--- config.mk ---
export PLATFORM = sky130hd
export DESIGN_NAME = lru_frame_replacer_unit
export DESIGN_NICKNAME = d
export VERILOG_FILES = /design/src/hw/rtl/lfr_pkg.sv /design/src/hw/rtl/lru_frame_replacer_unit.sv /design/src/hw/rtl/lfr_ram.sv /design/src/hw/rtl/lfr_ctrl.sv /design/src/hw/rtl/lfr_datapath.sv
export SDC_FILE = /design/constraint.sdc
export NUM_CORES = 1
export LEC_CHECK = 0
export ABC_CLOCK_PERIOD_IN_PS = 6600
export BUFFER_PORTS_ARGS = -buffer_cell sky130_fd_sc_hd__buf_4
export CAP_MARGIN = 30
export CORE_ASPECT_RATIO = 1.2
export CORE_MARGIN = 8
export CORE_UTILIZATION = 45
export DETAILED_ROUTE_END_ITERATION = 12
export PLACE_DENSITY = 0.62
export SLEW_MARGIN = 20
export SYNTH_ARGS = -nofsm -noshare
export SYNTH_HDL_FRONTEND = slang
export SYNTH_SLANG_ARGS = --single-unit
--- constraint.sdc ---
create_clock -name clk -period 6.6 [get_ports clk]
set_input_delay 0.33 -clock clk [delete_from_list [all_inputs] [get_ports clk]]
set_output_delay 0.33 -clock clk [all_outputs]
set_load 0.1 [all_outputs]
--- src/hw/rtl/lfr_pkg.sv ---
// Shared types and constants for the LRU frame replacer.
// Used by the controller, the datapath and the top level; no dependencies.
package lfr_pkg;

    localparam int FRAMES_DEFAULT = 16;
    localparam int OPCODE_W       = 2;
    localparam int FRAME_W        = 4;
    localparam int COUNT_W        = 5;
    localparam int CAP_W          = 5;

    localparam logic [CAP_W-1:0] CAP_RESET = 5'd16;

    localparam logic [OPCODE_W-1:0] OP_VICTIM = 2'd0;
    localparam logic [OPCODE_W-1:0] OP_PIN    = 2'd1;
    localparam logic [OPCODE_W-1:0] OP_UNPIN  = 2'd2;

    typedef struct packed {
        logic load;
        logic read;
        logic victim;
        logic pin;
        logic unpin;
        logic finish;
    } lfr_cmd_t;

    typedef struct packed {
        logic [OPCODE_W-1:0] op;
        logic                hit;
        logic                free;
        logic                empty;
        logic                room;
    } lfr_status_t;

endpackage

--- src/hw/rtl/lru_frame_replacer_unit.sv ---
// LRU frame replacer top level: one request per start beat while not busy.
// Each request is loaded, its links are read from the registered link RAMs in
// S_READ, the list is updated in S_UPDATE, and the commit registers done.
// The receiver cannot stall; each result is shown for one cycle on done.
// Reset empties the list and sets capacity to 16; no clearing pass is needed.
// Depends on lfr_pkg, lfr_ctrl and lfr_datapath.
module lru_frame_replacer_unit #(
    parameter int FRAMES = lfr_pkg::FRAMES_DEFAULT
) (
    input  logic                          clk,
    input  logic                          rst_n,
    input  logic                          start,
    output logic                          busy,
    input  logic [lfr_pkg::OPCODE_W-1:0]  opcode,
    input  logic [lfr_pkg::FRAME_W-1:0]   frame,
    output logic                          done,
    output logic                          found,
    output logic [lfr_pkg::FRAME_W-1:0]   victim_frame,
    output logic [lfr_pkg::COUNT_W-1:0]   count,
    input  logic                          psel,
    input  logic                          penable,
    input  logic                          pwrite,
    input  logic [2:0]                    paddr,
    input  logic [31:0]                   pwdata,
    output logic [31:0]                   prdata,
    output logic                          pready
);
    import lfr_pkg::*;

    lfr_cmd_t         cmd;
    lfr_status_t      status;
    logic [CAP_W-1:0] cap_reg;
    logic             cap_sel;

    assign cap_sel = (paddr[2] == 1'b0);
    assign pready  = 1'b1;
    assign prdata  = cap_sel ? 32'(cap_reg) : '0;

    always_ff @(posedge clk or negedge rst_n)
    begin
        if (!rst_n)
        begin
            cap_reg <= CAP_RESET;
        end
        else if (psel && penable && pwrite && pready && cap_sel)
        begin
            cap_reg <= pwdata[CAP_W-1:0];
        end
    end

    lfr_ctrl u_ctrl (
        .clk    (clk),
        .rst_n  (rst_n),
        .start  (start),
        .status (status),
        .cmd    (cmd),
        .busy   (busy)
    );

    lfr_datapath #(.FRAMES(FRAMES)) u_datapath (
        .clk          (clk),
        .rst_n        (rst_n),
        .cmd          (cmd),
        .status       (status),
        .opcode       (opcode),
        .frame        (frame),
        .capacity     (cap_reg),
        .done         (done),
        .found        (found),
        .victim_frame (victim_frame),
        .count        (count)
    );

endmodule

--- src/hw/rtl/lfr_ram.sv ---
// Generic single-write, single-read RAM with registered read data.
// No dependencies.
module lfr_ram #(
    parameter int WIDTH = 4,
    parameter int DEPTH = 16
) (
    input  logic                     clk,
    input  logic                     we,
    input  logic [$clog2(DEPTH)-1:0] waddr,
    input  logic [WIDTH-1:0]         wdata,
    input  logic                     re,
    input  logic [$clog2(DEPTH)-1:0] raddr,
    output logic [WIDTH-1:0]         rdata
);

    logic [WIDTH-1:0] mem_reg [DEPTH];
    logic [WIDTH-1:0] rdata_reg;

    always_ff @(posedge clk)
    begin
        if (we)
        begin
            mem_reg[waddr] <= wdata;
        end
        if (re)
        begin
            rdata_reg <= mem_reg[raddr];
        end
    end

    assign rdata = rdata_reg;

endmodule

--- src/hw/rtl/lfr_ctrl.sv ---
// Request sequencer for the LRU frame replacer: load, link read, commit.
// Depends on lfr_pkg for the command and status structs and the opcodes.
module lfr_ctrl (
    input  logic                clk,
    input  logic                rst_n,
    input  logic                start,
    input  lfr_pkg::lfr_status_t status,
    output lfr_pkg::lfr_cmd_t   cmd,
    output logic                busy
);
    import lfr_pkg::*;

    localparam logic [1:0] S_IDLE   = 2'd0;
    localparam logic [1:0] S_READ   = 2'd1;
    localparam logic [1:0] S_UPDATE = 2'd2;

    logic [1:0] state_reg;
    logic [1:0] state_next;

    always_comb
    begin
        state_next = state_reg;
        cmd        = '0;
        case (state_reg)
            S_IDLE:
            begin
                if (start)
                begin
                    cmd.load   = 1'b1;
                    state_next = S_READ;
                end
            end
            S_READ:
            begin
                cmd.read   = 1'b1;
                state_next = S_UPDATE;
            end
            S_UPDATE:
            begin
                cmd.finish = 1'b1;
                cmd.victim = (status.op == OP_VICTIM) && !status.empty;
                cmd.pin    = (status.op == OP_PIN) && status.hit;
                cmd.unpin  = (status.op == OP_UNPIN) && status.free && status.room;
                state_next = S_IDLE;
            end
            default:
            begin
                state_next = S_IDLE;
            end
        endcase
    end

    always_ff @(posedge clk or negedge rst_n)
    begin
        if (!rst_n)
        begin
            state_reg <= S_IDLE;
        end
        else
        begin
            state_reg <= state_next;
        end
    end

    assign busy = (state_reg != S_IDLE);

    a_load_then_read: assert property (@(posedge clk) disable iff (!rst_n)
        cmd.load |=> state_reg == S_READ)
        else $error("Accepted request did not move to the link read.");

    a_read_then_update: assert property (@(posedge clk) disable iff (!rst_n)
        state_reg == S_READ |=> cmd.finish)
        else $error("Link read was not followed by a commit.");

    a_one_action: assert property (@(posedge clk) disable iff (!rst_n)
        $onehot0({cmd.victim, cmd.pin, cmd.unpin}))
        else $error("More than one list action in a commit.");

endmodule

--- src/hw/rtl/lfr_datapath.sv ---
// Datapath of the LRU frame replacer: doubly linked age list in two link RAMs,
// head, tail, length and listed flags. Depends on lfr_pkg and lfr_ram.
module lfr_datapath #(
    parameter int FRAMES = lfr_pkg::FRAMES_DEFAULT
) (
    input  logic                          clk,
    input  logic                          rst_n,
    input  lfr_pkg::lfr_cmd_t             cmd,
    output lfr_pkg::lfr_status_t          status,
    input  logic [lfr_pkg::OPCODE_W-1:0]  opcode,
    input  logic [lfr_pkg::FRAME_W-1:0]   frame,
    input  logic [lfr_pkg::CAP_W-1:0]     capacity,
    output logic                          done,
    output logic                          found,
    output logic [lfr_pkg::FRAME_W-1:0]   victim_frame,
    output logic [lfr_pkg::COUNT_W-1:0]   count
);
    import lfr_pkg::*;

    localparam int FW = $clog2(FRAMES);
    localparam int LW = $clog2(FRAMES + 1);
    localparam int XW = (FW > FRAME_W ? FW : FRAME_W) + 1;
    localparam int MW = (LW > CAP_W ? LW : CAP_W) + 1;

    logic [OPCODE_W-1:0] op_reg;
    logic [FW-1:0]       frame_reg;
    logic                frame_ok_reg;
    logic [FW-1:0]       head_reg;
    logic [FW-1:0]       head_next;
    logic [FW-1:0]       tail_reg;
    logic [FW-1:0]       tail_next;
    logic [LW-1:0]       length_reg;
    logic [LW-1:0]       length_next;
    logic [FRAMES-1:0]   listed_reg;
    logic [FRAMES-1:0]   listed_next;
    logic                done_reg;
    logic                found_reg;
    logic [FRAME_W-1:0]  victim_reg;
    logic [COUNT_W-1:0]  count_reg;

    logic [FW-1:0] raddr;
    logic [FW-1:0] next_rd;
    logic [FW-1:0] prev_rd;
    logic          next_we;
    logic [FW-1:0] next_waddr;
    logic [FW-1:0] next_wdata;
    logic          prev_we;
    logic [FW-1:0] prev_waddr;
    logic [FW-1:0] prev_wdata;
    logic          empty;

    assign empty = (length_reg == '0);

    assign status.op    = op_reg;
    assign status.hit   = frame_ok_reg && listed_reg[frame_reg];
    assign status.free  = frame_ok_reg && !listed_reg[frame_reg];
    assign status.empty = empty;
    assign status.room  = (MW'(length_reg) < MW'(capacity)) &&
                          (length_reg < LW'(FRAMES));

    assign raddr = (op_reg == OP_VICTIM) ? head_reg : frame_reg;

    lfr_ram #(.WIDTH(FW), .DEPTH(FRAMES)) u_next_ram (
        .clk   (clk),
        .we    (next_we),
        .waddr (next_waddr),
        .wdata (next_wdata),
        .re    (cmd.read),
        .raddr (raddr),
        .rdata (next_rd)
    );

    lfr_ram #(.WIDTH(FW), .DEPTH(FRAMES)) u_prev_ram (
        .clk   (clk),
        .we    (prev_we),
        .waddr (prev_waddr),
        .wdata (prev_wdata),
        .re    (cmd.read),
        .raddr (raddr),
        .rdata (prev_rd)
    );

    always_comb
    begin
        head_next   = head_reg;
        tail_next   = tail_reg;
        length_next = length_reg;
        listed_next = listed_reg;
        next_we     = 1'b0;
        next_waddr  = tail_reg;
        next_wdata  = frame_reg;
        prev_we     = 1'b0;
        prev_waddr  = frame_reg;
        prev_wdata  = tail_reg;
        if (cmd.victim)
        begin
            head_next             = next_rd;
            length_next           = length_reg - 1'b1;
            listed_next[head_reg] = 1'b0;
        end
        else if (cmd.pin)
        begin
            next_waddr = prev_rd;
            next_wdata = next_rd;
            prev_waddr = next_rd;
            prev_wdata = prev_rd;
            if (frame_reg == head_reg)
            begin
                head_next = next_rd;
            end
            else
            begin
                next_we = 1'b1;
            end
            if (frame_reg == tail_reg)
            begin
                tail_next = prev_rd;
            end
            else
            begin
                prev_we = 1'b1;
            end
            length_next            = length_reg - 1'b1;
            listed_next[frame_reg] = 1'b0;
        end
        else if (cmd.unpin)
        begin
            if (empty)
            begin
                head_next = frame_reg;
            end
            else
            begin
                next_we = 1'b1;
                prev_we = 1'b1;
            end
            tail_next              = frame_reg;
            length_next            = length_reg + 1'b1;
            listed_next[frame_reg] = 1'b1;
        end
    end

    always_ff @(posedge clk or negedge rst_n)
    begin
        if (!rst_n)
        begin
            length_reg <= '0;
            listed_reg <= '0;
            done_reg   <= 1'b0;
        end
        else
        begin
            length_reg <= length_next;
            listed_reg <= listed_next;
            done_reg   <= cmd.finish;
        end
    end

    always_ff @(posedge clk)
    begin
        if (cmd.load)
        begin
            op_reg       <= opcode;
            frame_reg    <= FW'(XW'(frame));
            frame_ok_reg <= XW'(frame) < XW'(FRAMES);
        end
        head_reg <= head_next;
        tail_reg <= tail_next;
        if (cmd.finish)
        begin
            found_reg  <= cmd.victim;
            victim_reg <= cmd.victim ? FRAME_W'(XW'(head_reg)) : '0;
            count_reg  <= COUNT_W'(MW'(length_next));
        end
    end

    assign done         = done_reg;
    assign found        = found_reg;
    assign victim_frame = victim_reg;
    assign count        = count_reg;

    a_listed_matches_length: assert property (@(posedge clk) disable iff (!rst_n)
        $countones(listed_reg) == int'(length_reg))
        else $error("Listed flags disagree with the list length.");

    a_length_bound: assert property (@(posedge clk) disable iff (!rst_n)
        length_reg <= LW'(FRAMES))
        else $error("List length exceeds the number of frames.");

    a_victim_shrinks: assert property (@(posedge clk) disable iff (!rst_n)
        cmd.victim |=> {1'b0, length_reg} + 1'b1 == {1'b0, $past(length_reg)})
        else $error("Victim removal did not shorten the list by one.");

endmodule
# Word level (Yosys, flattened, before mapping)
# Memories as Yosys holds them, arrays and structs flattened. A register that Yosys moved wholly into a read port is not among the register bits.
# Cells that the tools add are included.
[totals]
register_bits = 53
ram_bits = 128
romBits = 0
output_inout_bits = 45
latchBits = 0
mem_count = 2
[memory_table]
columns = ["name", "depth", "width", "read_ports", "rd_clocked_by_memory_dff", "write_ports", "line_no", "source"]
rows = [
  ["u_datapath.u_next_ram.mem_reg", 16, 4, 1, 1, 1, "lfr_ram.sv:16", "logic [WIDTH-1:0] mem_reg [DEPTH];"],
  ["u_datapath.u_prev_ram.mem_reg", 16, 4, 1, 1, 1, "lfr_ram.sv:16", ""],
]
[classes]
shift = 0
n_mux = 44
order_cmp = 6
reduce_logical = 21
n_addsub = 2
mul = 0
n_eq_ne = 9
div_mod_pow = 0
bitwise = 7
[op_table]
columns = ["cell", "count"]
rows = [
  ["$mux 4", 14],
  ["$mux 16", 3],
  ["$and 16x16->16", 2],
  ["$not 16->16", 2],
  ["$mux 5", 4],
  ["$mux 1", 18],
  ["$or 16x16->16", 1],
  ["$logic_and 1x1->1", 10],
  ["$lt 4x5->1 const B", 2],
  ["$demux 1 s4", 2],
  ["$eq 4x4->1", 2],
  ["$ge 4x1->1 const B", 2],
  ["$reduce_and 3->1", 2],
  ["$reduce_bool 3->1", 2],
  ["$add 5x1->5 const B", 1],
  ["$logic_not 5->1", 1],
  ["$lt 5x5->1", 1],
  ["$lt 5x5->1 const B", 1],
  ["$sub 5x1->5 const B", 1],
  ["$bmux 1 s4", 1],
  ["$eq 2x1->1 const B", 2],
  ["$eq 2x2->1 const B", 2],
  ["$logic_not 2->1", 2],
  ["$pmux 2 s2", 1],
  ["other kinds (7)", 10],
]

# Depth between registers and ports, before layout
# Gate-level depths: netlist of run 1.
[logic_depth]
ltp_word = 11
depth_mapped = 10

# Modules after synthesis
# A second synthesis of run 1 with hierarchy kept.
[unflattened]
cells_unflattened = 567
hier_area_um2 = 8723.4
[modules_own_cells]
columns = ["module", "n_inst", "area_each_um2", "seq_area_each_um2", "cells_each"]
rows = [
  ["lfr_ram", 2, 2706.3, 2042.0, 130],
  ["lfr_datapath", 1, 2698.8, 1271.2, 245],
  ["lru_frame_replacer_unit", 1, 467.9, 126.4, 46],
  ["lfr_ctrl", 1, 143.9, 50.0, 16],
]

# Worst setup path after synthesis of run 1
# Ideal clock, no wire load.
[synth_path]
path_type = "register -> register"
from = "reg u_ctrl.state_reg[1]"
to = "mem u_datapath.u_prev_ram.mem_reg[0][0], enable pin"
synth_period_minus_slack_ns = 2.744
required_ns = 6.239
n_path_buf = 1
slack_ns = 3.856
arrival_ns = 2.383
setup_ns = 0.361
path_stages_with_launch = 8
cell_sequence = "dfrtp_1 -> nor2b_1 -> and3_1 -> o21ai_0 -> and3b_1 -> a22oi_2 -> buf_4 -> nor3_1"
[synth_via]
elab_chain_cells = 7
[synth_rtl]
columns = ["element", "line_no", "source"]
rows = [
  ["start: declaration", "lfr_ctrl.sv:17", "logic [1:0] state_reg;"],
  ["start signal: assignment", "lfr_ctrl.sv:61", "state_reg <= state_next;"],
  ["$eq 2x2->1 (*)", "lfr_ctrl.sv:24", "case (state_reg)"],
  ["$mux 4 (*)", "lfr_ctrl.sv:24", ""],
  ["$mux 1", "lfr_datapath.sv:126", "else if (cmd.unpin)"],
  ["$mux 1", "lfr_datapath.sv:101", "else if (cmd.pin)"],
  ["$mux 1", "lfr_datapath.sv:95", "if (cmd.victim)"],
  ["$mux 1", "lfr_ram.sv:21", "if (we)"],
  ["$mux 1 (implied by the code)", "lfr_ram.sv:23", "mem_reg[waddr] <= wdata;"],
  ["end: declaration", "lfr_ram.sv:16", ""],
]
# Mark *: on every way between the ends. The rest lies on a longest branch, timed or not.

# Worst setup path after layout of run 1
[layout_path]
from = "reg u_datapath.frame_reg[0]"
to = "mem u_datapath.u_prev_ram.mem_reg[15][1], enable pin"
[layout_via]
elab_chain_cells = 11
[layout_rtl]
columns = ["element", "line_no", "source"]
rows = [
  ["start: declaration", "lfr_datapath.sv:26", "logic [FW-1:0] frame_reg;"],
  ["start signal: assignment", "lfr_datapath.sv:164", "frame_reg <= FW'(XW'(frame));"],
  ["$bmux 1 s4", "lfr_datapath.sv:55, lfr_datapath.sv:56", ""],
  ["$mux 1 (implied by the code)", "lfr_datapath.sv:55, lfr_datapath.sv:56", ""],
  ["$logic_not 1->1", "lfr_datapath.sv:56", "assign status.free = frame_ok_reg && !listed_reg[frame_reg];"],
  ["$logic_and 1x1->1 (2 in series)", "lfr_ctrl.sv:43", "cmd.unpin = (status.op == OP_UNPIN) && status.free && status.room;"],
  ["$mux 4", "lfr_ctrl.sv:24", ""],
  ["$mux 1", "lfr_datapath.sv:126", ""],
  ["$mux 1", "lfr_datapath.sv:101", ""],
  ["$mux 1", "lfr_datapath.sv:95", ""],
  ["$mux 1", "lfr_ram.sv:21", ""],
  ["$mux 1 (implied by the code)", "lfr_ram.sv:23", ""],
]
# Parallel ways exist; a longest one is shown, timed or not. The select of a mux whose other input is x is not followed.

==> flow_metrics.tcl, run 1 <==
set metrics [dict create \
    cts_max_path_buffers 2 \
    finish.net_count 715 \
    rsz0062_at_grt "no" \
    global_route.usage.met2_pct 28.31 \
    hold_viol 0 \
    synth-seq-area-share_pct 61.93 \
    post-route-period-util_pct 59.80 \
    globalRoute.busiestLayer "met2" \
    fmax_mhz 253.4 \
    first_iteration_detailed_routing_drc_count 614 \
    clkLatencyLatePin_ps 430 \
    drc_viols 0 \
    die-height_um 170.3 \
    syn-instance-count 637 \
    drive_gt1_share_pct 17.51 \
    cts_post_setup_buffers_inserted 0 \
    run_status "finished, final reports clean" \
    worstSetupPathType "flip-flop to flip-flop" \
    power-per-cell-area_nw_per_um2 300.5 \
    h-tree-depth 4 \
    synth_top_cell_by_area "sky130_fd_sc_hd__edfxtp_1" \
    grtUsageTotal_pct 16.14 \
    r2r_end "u_datapath.u_prev_ram.mem_reg[15][1]" \
    worst_setup_path_start_kind "flip-flop" \
    timing.max_cap.violations 0 \
    finalSetupTns_ps 0 \
    hold_path.class "input pin to flip-flop" \
    clkSinkCount 189 \
    cts_buffers 17 \
    max_slew_margin_pct 39.47 \
    clock_pin_slew_on_the_worst_setup_and_hold_paths_ps 70 \
    whs_endpoint "u_datapath.op_reg[1]" \
    io_buffer_count 34 \
    clockRootBuffer "sky130_fd_sc_hd__clkbuf_16" \
    power_leakage_nw 3.486 \
    ys_top_cells_by_area "sky130_fd_sc_hd__edfxtp_1 54%, sky130_fd_sc_hd__dfrtp_1 7.8%, sky130_fd_sc_hd__mux4_2 5.8%" \
    met1_usage_pct 19.65 \
    synth-edff-count 160 \
    postSynthRegisterBits 189 \
    synth_top_flop_cell "sky130_fd_sc_hd__edfxtp_1" \
    grt_util_met3_pct 3.084 \
    antenna-diode-count 0 \
    post_synth_most_frequent_cells "160 x sky130_fd_sc_hd__edfxtp_1, 50 x sky130_fd_sc_hd__nand2_1, 32 x sky130_fd_sc_hd__buf_4" \
    r2r.worst_path.cells 6 \
    die_area_um2 24630 \
    async_flop_share_pct 15.34 \
    worst_hold_launch "opcode[1]" \
    num_vias 5374 \
    vias_in_the_first_global_route 5469 \
    critical_path.endpoint_type "flip-flop" \
    global_route_wire_length_before_repair_um 30260 \
    regToRegSetupSlack_ps 2650 \
    grt.overflow.total 0 \
    final_total_pwr_w 0.002969 \
    floorplan.die.width_um 144.6 \
    finalWorstPathRequiredPeriod_ps 3947 \
    post_drt_via_cell_ratio 5.748 \
    place_congestion 0.8605 \
    worst_slew_pin_slew_ps 907.9 \
    synthesis.area_per_instance_um2 14.02 \
    top_ports 92 \
    netlist_area_before_placement_um2 8932 \
    yosys.cell_types.count 50 \
    yosys_warnings 0 \
    drt_first_pass_iters 5 \
    tritoncts "yes" \
    clock-skew-final_ps 11.17 \
    standard_cell_row_count 56 \
    area_growth_syn_to_layout_pct 10.60 \
    worst_path_required_time_ps 6660 \
    pin_count_of_the_biggest_net_entering_global_routing 33 \
    synthMostInstantiatedCell "sky130_fd_sc_hd__edfxtp_1" \
    place_hpwl_um 13140 \
    route.final.wire_length_um 19010 \
    worst_hold_path.num_cells 1 \
    setup_violations 0 \
    core-area_um2 19480 \
    synth_top_area_share_pct 53.79 \
    critical_path.max_fanout 30 \
    postRouteAntennaNets 0 \
    initial_utilization_pct 45.86 \
    ir_drop_uv 189.2 \
    cp.arrival_ps 4000 \
    worst_r2r_startpoint "u_datapath.frame_reg[0]" \
    number_of_antenna_violations_at_the_first_check_in_global_routing 0 \
    routedWlPerCell_um 20.33 \
    finalMaxSlewViolations 0 \
]
==> cells by family (layout without fill, tap and decap cells) <==
kind of cell	Yosys count	count (layout)	share of synthesized area, %
and+or+nand+nor	195	195	11.53
DFF	189	189	61.93
AOI/OAI and AO/OA	91	91	6.486
buffers and inverters	72	83	4.959
muxes	69	69	12.86
xor gates and xnor gates	12	12	1.177
adders and majority gates	7	7	0.9805
other	2	28	0.08408
==> routing by layer <==
layer	vias to the layer above	routed length (µm)
li1	2446	-
met1	2744	7660
met2	164	10020
met3	20	1042
met4	0	287
met5	-	0
==> how the worst max path moves through the flow <==
| stage | start | end | cells after the start |
|---|---|---|---|
| 2_1_floorplan | u_ctrl.state_reg[1] | u_datapath.u_prev_ram.mem_reg[0][0] | 7 |
| 3_3_place_gp | u_datapath.frame_reg[0] | u_datapath.u_prev_ram.mem_reg[14][3] | 6 |
| 3_5_place_dp | u_datapath.frame_reg[0] | u_datapath.u_prev_ram.mem_reg[15][0] | 6 |
| 4_1_cts | u_datapath.frame_reg[0] | u_datapath.u_prev_ram.mem_reg[15][1] | 6 |
| 5_1_grt | u_datapath.frame_reg[0] | u_datapath.u_prev_ram.mem_reg[15][0] | 6 |
| 6_report | u_datapath.frame_reg[0] | u_datapath.u_prev_ram.mem_reg[15][1] | 6 |
==> per-stage QoR <==
stage	instance area (µm²)	utilization [%]	hold WS, ps	cells	worst slack [ps]
floorplan	9030	-	34.41	663	3856
global placement	9260	47.54	270.9	901	2807
detailed placement	9288	47.68	279.1	902	2702
CTS	9879	50.72	57.27	935	2690
global route	9879	50.72	51.49	935	2400
finish	9879	50.72	75.28	935	2653
==> worst max-delay path, stage by stage (launching register included) <==
cell and delay [ps]:
sky130_fd_sc_hd__edfxtp_1 950, sky130_fd_sc_hd__mux2i_1 200, sky130_fd_sc_hd__a22oi_1 440, sky130_fd_sc_hd__nand4_2 290
sky130_fd_sc_hd__nand2_2 580, sky130_fd_sc_hd__a22oi_2 370, sky130_fd_sc_hd__nor3_1 740
==> placed cells by master (no fill, tap or decap), types with 2 or more instances in the layout <==
master / instances
sky130_fd_sc_hd__ha_1: 7
sky130_fd_sc_hd__buf_4: 39
sky130_fd_sc_hd__nor4b_1: 2
sky130_fd_sc_hd__nand4_2: 2
sky130_fd_sc_hd__a31oi_1: 2
sky130_fd_sc_hd__nor2b_1: 25
sky130_fd_sc_hd__inv_6: 7
sky130_fd_sc_hd__a211oi_1: 11
sky130_fd_sc_hd__conb_1: 28
sky130_fd_sc_hd__o21ai_0: 17
sky130_fd_sc_hd__a22oi_2: 3
sky130_fd_sc_hd__inv_1: 10
sky130_fd_sc_hd__and3_1: 4
sky130_fd_sc_hd__clkbuf_16: 17
sky130_fd_sc_hd__xnor2_1: 11
sky130_fd_sc_hd__mux2i_4: 2
sky130_fd_sc_hd__or2_2: 3
sky130_fd_sc_hd__nand4_1: 15
sky130_fd_sc_hd__mux4_1: 9
sky130_fd_sc_hd__and2_1: 7
sky130_fd_sc_hd__dfrtp_1: 28
sky130_fd_sc_hd__mux2_2: 9
sky130_fd_sc_hd__o211ai_1: 2
sky130_fd_sc_hd__a21oi_1: 31
sky130_fd_sc_hd__a22oi_1: 20
sky130_fd_sc_hd__nand2b_1: 8
sky130_fd_sc_hd__and3b_1: 2
sky130_fd_sc_hd__or4_1: 3
sky130_fd_sc_hd__edfxtp_1: 160
sky130_fd_sc_hd__nor3_1: 23
sky130_fd_sc_hd__mux2i_1: 25
sky130_fd_sc_hd__nand2_1: 50
sky130_fd_sc_hd__nor3b_1: 2
sky130_fd_sc_hd__nand3_1: 24
sky130_fd_sc_hd__clkinv_8: 2
sky130_fd_sc_hd__nor2_1: 20
sky130_fd_sc_hd__mux4_2: 23
==> report_power, final <==
group          total [W]  switching (W)  internal, W
sequential       0.00144      0.0000682      0.00137
combinational   0.000528       0.000361     0.000167
clock            0.00100       0.000466     0.000536
==> cell type report <==
cell class / instances / area, µm²
Clock inverter: 14 / 152.6
Fill cell: 1694 / 9599
Timing Repair Buffer: 41 / 330.3
Tap cell: 261 / 326.6
Multi-Input combinational cell: 402 / 3072
Clock buffer: 18 / 429.2
Sequential cell: 189 / 5532
Inverter: 10 / 37.54
==> repair_timing <==
action,CTS,global route
gates resized for setup,0,0
hold buffers,1,0
hold endpoints to repair,28,0
Power figures use the tool's default switching activity.
==> run 2: changes to the inputs <==
- ABC_CLOCK_PERIOD_IN_PS: 6600 -> 4100
- clock period: 6.6 -> 4.1 ns (I/O delays scaled with it)
==> run 2 against run 1 <==
Clock skew decreased by 2.1 ps. Combinational power up 64%. Design area up 2.3%. Routed wire length grew 2.6%. Die area unchanged. First-iteration DRC count down 13%. Sequential cell count did not move. Final cell count is 2.9% higher. Fmax increased by 13%. Core utilization is 1.1 points higher. Highest routed layer unchanged.
==> flow_metrics.tcl, run 2 (synthesis gave the netlist of run 1 again) <==
set metrics [dict create \
    initial_utilization_pct 45.86 \
    worst_setup_path_start_kind "flip-flop" \
    number_of_antenna_violations_at_the_first_check_in_global_routing 0 \
    grtUsageTotal_pct 16.46 \
    timing.max_cap.violations 0 \
    run_status "finished, final reports clean" \
    clkPwrFrac_pct 33.9 \
    critical_path.most_common_cell "sky130_fd_sc_hd__o21ai_0" \
    finalSetupTns_ps 0 \
    tritoncts "yes" \
    clkLatencyLatePin_ps 430 \
    clkSinkCount 189 \
    comb_power_share_pct 18.0 \
    post_cts.resized_instances 0 \
    grt.overflow.total 0 \
    leading_cell_types_in_the_layout_fill_and_taps_excluded "160 x sky130_fd_sc_hd__edfxtp_1, 54 x sky130_fd_sc_hd__buf_4, 50 x sky130_fd_sc_hd__nand2_1" \
    stdcell_area_um2 10100 \
    power_frac_seq_pct 48.1 \
    hold_path.class "input pin to asynchronous set/reset pin" \
    place_congestion 0.8603 \
    num_vias 5480 \
    clockRootBuffer "sky130_fd_sc_hd__clkbuf_16" \
    finalWorstPathRequiredPeriod_ps 3507 \
    critical_path.max_fanout 17 \
    drive_gt1_share_pct 19.26 \
    global_route_wire_length_before_repair_um 30500 \
    fmax_mhz 285.2 \
    total_switching_power_w 0.001465 \
    top_ports 92 \
    worst_path_largest_cell_delay_ps 940 \
    cts_max_path_buffers 2 \
    power_report.internal_total_w 0.003347 \
    pin_count_of_the_biggest_net_entering_global_routing 33 \
    rsz0062_at_grt "no" \
    finish.net_count 742 \
    die_area_um2 24630 \
    worstSetupPathType "flip-flop to flip-flop" \
    hold_viol 0 \
    worst_path_required_time_ps 4160 \
    place_area_um2 9393 \
    ir_drop_uv 265.6 \
    route.final.wire_length_um 19500 \
    power_leakage_nw 3.614 \
    switching_share_pct 30.45 \
    floorplan.die.width_um 144.6 \
    clock_pin_slew_on_the_worst_setup_and_hold_paths_ps 70 \
    power-per-cell-area_nw_per_um2 476.3 \
    drt_first_pass_iters 5 \
    routedWlPerCell_um 20.27 \
    setup_violations 0 \
    path_delay_family "simple AND/OR/NAND/NOR gates" \
    drc_viols 0 \
    leading_cell_type_in_the_layout_fill_and_taps_excluded "sky130_fd_sc_hd__edfxtp_1" \
    standard_cell_row_count 56 \
    max_slew_margin_pct 40.24 \
    h-tree-depth 4 \
    cp.arrival_ps 3570 \
    io_buffer_count 34 \
    timing.critical_path.cells "mux2i_1 > a22oi_1 > nand3_1 > o21ai_0 > o21ai_0 > nor3_1" \
    antenna-diode-count 0 \
    first_iteration_detailed_routing_drc_count 536 \
    r2r.worst_path.cells 6 \
    number_of_cells_on_the_critical_path 6 \
    max_stage_delay_cell_worst_path "sky130_fd_sc_hd__edfxtp_1" \
    cts_buffers 17 \
    cts_hold_repair.buffers 13 \
    core-area_um2 19480 \
    cts_post_setup_buffers_inserted 0 \
    worst_slew_pin_slew_ps 896.4 \
    critical_path.endpoint_type "flip-flop" \
    clock-skew-final_ps 9.098 \
    post-route-period-util_pct 85.53 \
    die-height_um 170.3 \
    vias_in_the_first_global_route 5503 \
    worst_hold_slack_ps 232.8 \
    place_hpwl_um 13280 \
    post_drt_via_cell_ratio 5.696 \
    postRouteAntennaNets 0 \
    final.fill_count 1675 \
    crit_buf_inv 0 \
    area_growth_syn_to_layout_pct 13.10 \
    finalMaxSlewViolations 0 \
]
==> run 2: final timing paths <==
check | start | slack, ps | end
setup / recovery | u_datapath.frame_reg[0] | 590 | u_datapath.u_prev_ram.mem_reg[3][1]
setup reg to reg | u_datapath.frame_reg[0] | 590 | u_datapath.u_prev_ram.mem_reg[3][1]
max in group asynchronous | rst_n | 3540 | cap_reg[4]
hold / removal | rst_n | 230 | asynchronous set/reset pin
min in group clk | penable | 320 | cap_reg[2]
hold reg to reg | u_ctrl.state_reg[1] | 470 | u_ctrl.state_reg[1]
==> run 2: cell type report <==
type                       instances  area (µm²)  share of cell area (%)
clock buffer                      17       425.4                   4.211
clock inverter                    15       153.9                   1.523
inverter                          10       37.54                  0.3716
multi-input combinational        402        3072                   30.41
sequential                       189        5532                   54.76
tap                              261       326.6                   3.233
timing repair buffer              68       555.5                   5.499
==> run 2: through the flow <==
stage,cells,total power (W),utilization [%],setup WS (ps)
5_1_grt,962,0.004980,51.86,250.2
3_3_place_gp,917,0.003197,48.22,709.2
3_5_place_dp,917,0.003217,48.22,655.7
6_report,962,0.004812,51.86,593.2
4_1_cts,962,0.004845,51.86,602.3
2_1_floorplan,663,0.003022,-,1356
==> run 2: layer usage <==
metal	share of wire [%]	up-vias	track usage, %	wire length, µm
met5	0	-	0	0
met1	40	2745	20.34	7755
met3	6.3	29	3.701	1226
met2	52	213	27.63	10060
met4	2.3	0	6.165	451
li1	-	2493	-	-
==> run 2: worst reg2reg max path: stages (launching register included) <==
cell,delay (ps)
sky130_fd_sc_hd__edfxtp_1,940
sky130_fd_sc_hd__mux2i_1,220
sky130_fd_sc_hd__a22oi_1,400
sky130_fd_sc_hd__nand3_1,420
sky130_fd_sc_hd__o21ai_0,270
sky130_fd_sc_hd__o21ai_0,230
sky130_fd_sc_hd__nor3_1,660
==> run 2: power groups by stage <==
stage | Clock, W | Combinational, W | Sequential [W]
detailed placement | 0 | 0.000860 | 0.00236
global route | 0.00172 | 0.000928 | 0.00233
floorplan | 0 | 0.000625 | 0.00240
CTS | 0.00165 | 0.000874 | 0.00232
finish | 0.00163 | 0.000866 | 0.00232
global placement | 0 | 0.000844 | 0.00235
==> run 3: changes to the inputs <==
- CORE_ASPECT_RATIO: 1.2 -> 0.5
- CTS_CLUSTER_DIAMETER: unset -> 50
==> run 3 against run 2 <==
Design area rose by 0.59%. First-iteration DRC count fell by 11%. Sequential cell count stayed put. Count of clock-buffer cells in the layout rose by 2. Largest power group unchanged. Highest routed layer unchanged.
==> flow_metrics.tcl, run 3 (synthesis gave the netlist of run 1 again) <==
set metrics [dict create \
    run_status "finished, final reports clean" \
    initial_utilization_pct 45.90 \
    rsz0062_at_grt "no" \
    die-height_um 115.6 \
    worstSetupPathType "flip-flop to flip-flop" \
    timing.critical_path.cells "nor2_4 > mux2i_4 > buf_4 > mux4_2 > a211oi_1 > a21oi_1" \
    post-route-worst-setup-slack_ps 845.0 \
    clock_pin_slew_on_the_worst_setup_and_hold_paths_ps 70 \
    cts_hold_repair.buffers 11 \
    critical_path.endpoint_type "flip-flop" \
    post_place_worst_slack_ps 789.3 \
    tritoncts "yes" \
    number_of_antenna_violations_at_the_first_check_in_global_routing 0 \
    cts_post_setup_buffers_inserted 0 \
    drive_gt1_share_pct 20.28 \
    finish.cell_count_without_fillers 976 \
    first_iteration_detailed_routing_drc_count 477 \
    routedLengthMet1_um 8694 \
    worst_slew_pin_slew_ps 870.5 \
    ir_drop_uv 298.4 \
    postRouteAntennaNets 0 \
    floorplan.die.width_um 215.2 \
    antenna-diode-count 0 \
    finalSetupTns_ps 0 \
    h-tree-depth 4 \
    setup_violations 0 \
    max_slew_margin_pct 40.73 \
    top_ports 92 \
    drt_first_pass_iters 5 \
    power-per-cell-area_nw_per_um2 472.6 \
    finalWorstPathRequiredPeriod_ps 3255 \
    top_layer_used "met4" \
    clockRootBuffer "sky130_fd_sc_hd__clkbuf_16" \
    timing.max_cap.violations 0 \
    route.final.wire_length_um 19640 \
    critical_path.max_fanout 14 \
    post_cts.resized_instances 0 \
    clock-skew-final_ps 10.52 \
    standard_cell_row_count 36 \
    hold_path.class "input pin to flip-flop" \
    finalMaxSlewViolations 0 \
    grtUsageTotal_pct 16.27 \
    path_delay_family "multiplexers" \
    post_drt_via_cell_ratio 5.676 \
    vias_in_the_first_global_route 5563 \
    crit_buf_inv 1 \
    met2_length_um 9433 \
    cp.arrival_ps 3430 \
    finish.net_count 752 \
    core-area_um2 19460 \
    worst_path_largest_cell_delay_ps 800 \
    cts_max_path_buffers 2 \
    io_buffer_count 34 \
    post-route-period-util_pct 79.39 \
    max_stage_delay_cell_worst_path "sky130_fd_sc_hd__mux2i_4" \
    power_leakage_nw 3.651 \
    routedWlPerCell_um 20.12 \
    die_area_um2 24890 \
    worst_setup_path_start_kind "flip-flop" \
    global_route_wire_length_before_repair_um 31350 \
    clkLatencyLatePin_ps 430 \
    leading_cell_types_in_the_layout_fill_and_taps_excluded "160 x sky130_fd_sc_hd__edfxtp_1, 66 x sky130_fd_sc_hd__buf_4, 50 x sky130_fd_sc_hd__nand2_1" \
    leading_cell_type_in_the_layout_fill_and_taps_excluded "sky130_fd_sc_hd__edfxtp_1" \
    fmax_mhz 307.2 \
    grt.overflow.total 0 \
    cts_buffers 17 \
    worst_path_required_time_ps 4270 \
    place_congestion 0.8596 \
    pin_count_of_the_biggest_net_entering_global_routing 30 \
    place_hpwl_um 13530 \
    num_vias 5540 \
    drc_viols 0 \
    hold_viol 0 \
    clkSinkCount 189 \
    wl_met3_um 1297 \
    dp_cells 932 \
    area_growth_syn_to_layout_pct 13.77 \
]
run 3: cell count changes in the layout (fill, tap and decap cells not counted), sizes merged:
cell	previous run	this run
buf	55	66
inv	19	14
clkbuf	17	19
bufinv	1	2
clkinvlp	1	2
dlygate4sd3	13	12
run 3: layer usage:
layer | vias to the layer above | track usage, %
li1 | 2510 | -
met1 | 2813 | 21.76
met2 | 192 | 26.02
met3 | 25 | 4.482
met4 | 0 | 4.558
met5 | - | 0
run 3: where the power goes:
group,internal (W),switching (W)
sequential,0.00221,0.000104
combinational,0.000281,0.000596
clock,0.000902,0.000714
total,0.00339,0.00141
run 3: worst min-delay path: cells and delay by family:
family                 cells  cell delay (ps)
buffers and inverters      2              170
and+or+nand+nor            1               50
run 3: path summary, 6_finish.rpt:
kind / end / slack (ps) / depth (start not counted) / from
worst max-delay path: u_datapath.u_next_ram.rdata[2] / 850 / 6 / u_datapath.op_reg[0]
worst min-delay path: u_ctrl.state_reg[0] / 20 / 3 / start
worst max register to register: u_datapath.u_next_ram.rdata[2] / 850 / 6 / u_datapath.op_reg[0]
worst min register to register: u_ctrl.state_reg[1] / 470 / 1 / u_ctrl.state_reg[1]
max in group asynchronous: cap_reg[4] / 3520 / 2 / rst_n
min in group asynchronous: u_ctrl.state_reg[1] / 250 / 2 / rst_n
run 3: area by class of cell:
| type | count | area, µm² |
|---|---|---|
| clock buffers | 19 | 432.9 |
| well taps | 266 | 332.8 |
| fillers | 1603 | 9296 |
| clock inverters | 12 | 136.4 |
| repair buffers | 78 | 615.6 |
| inverters | 10 | 37.54 |
| flip-flops and latches | 189 | 5532 |
| multi-input cells | 402 | 3075 |
run 3: through the flow:
| stage | util (%) | power, W | area (µm²) | hold slack [ps] |
|---|---|---|---|---|
| 3_3_place_gp | 48.64 | 0.003209 | 9465 | 160.9 |
| 5_1_grt | 52.22 | 0.004989 | 10160 | 17.64 |
| 2_1_floorplan | - | 0.003022 | 9030 | -90.59 |
| 3_5_place_dp | 48.64 | 0.003219 | 9465 | 162.2 |
| 4_1_cts | 52.13 | 0.004832 | 10140 | 0.1198 |
| 6_report | 52.22 | 0.004803 | 10160 | 21.51 |
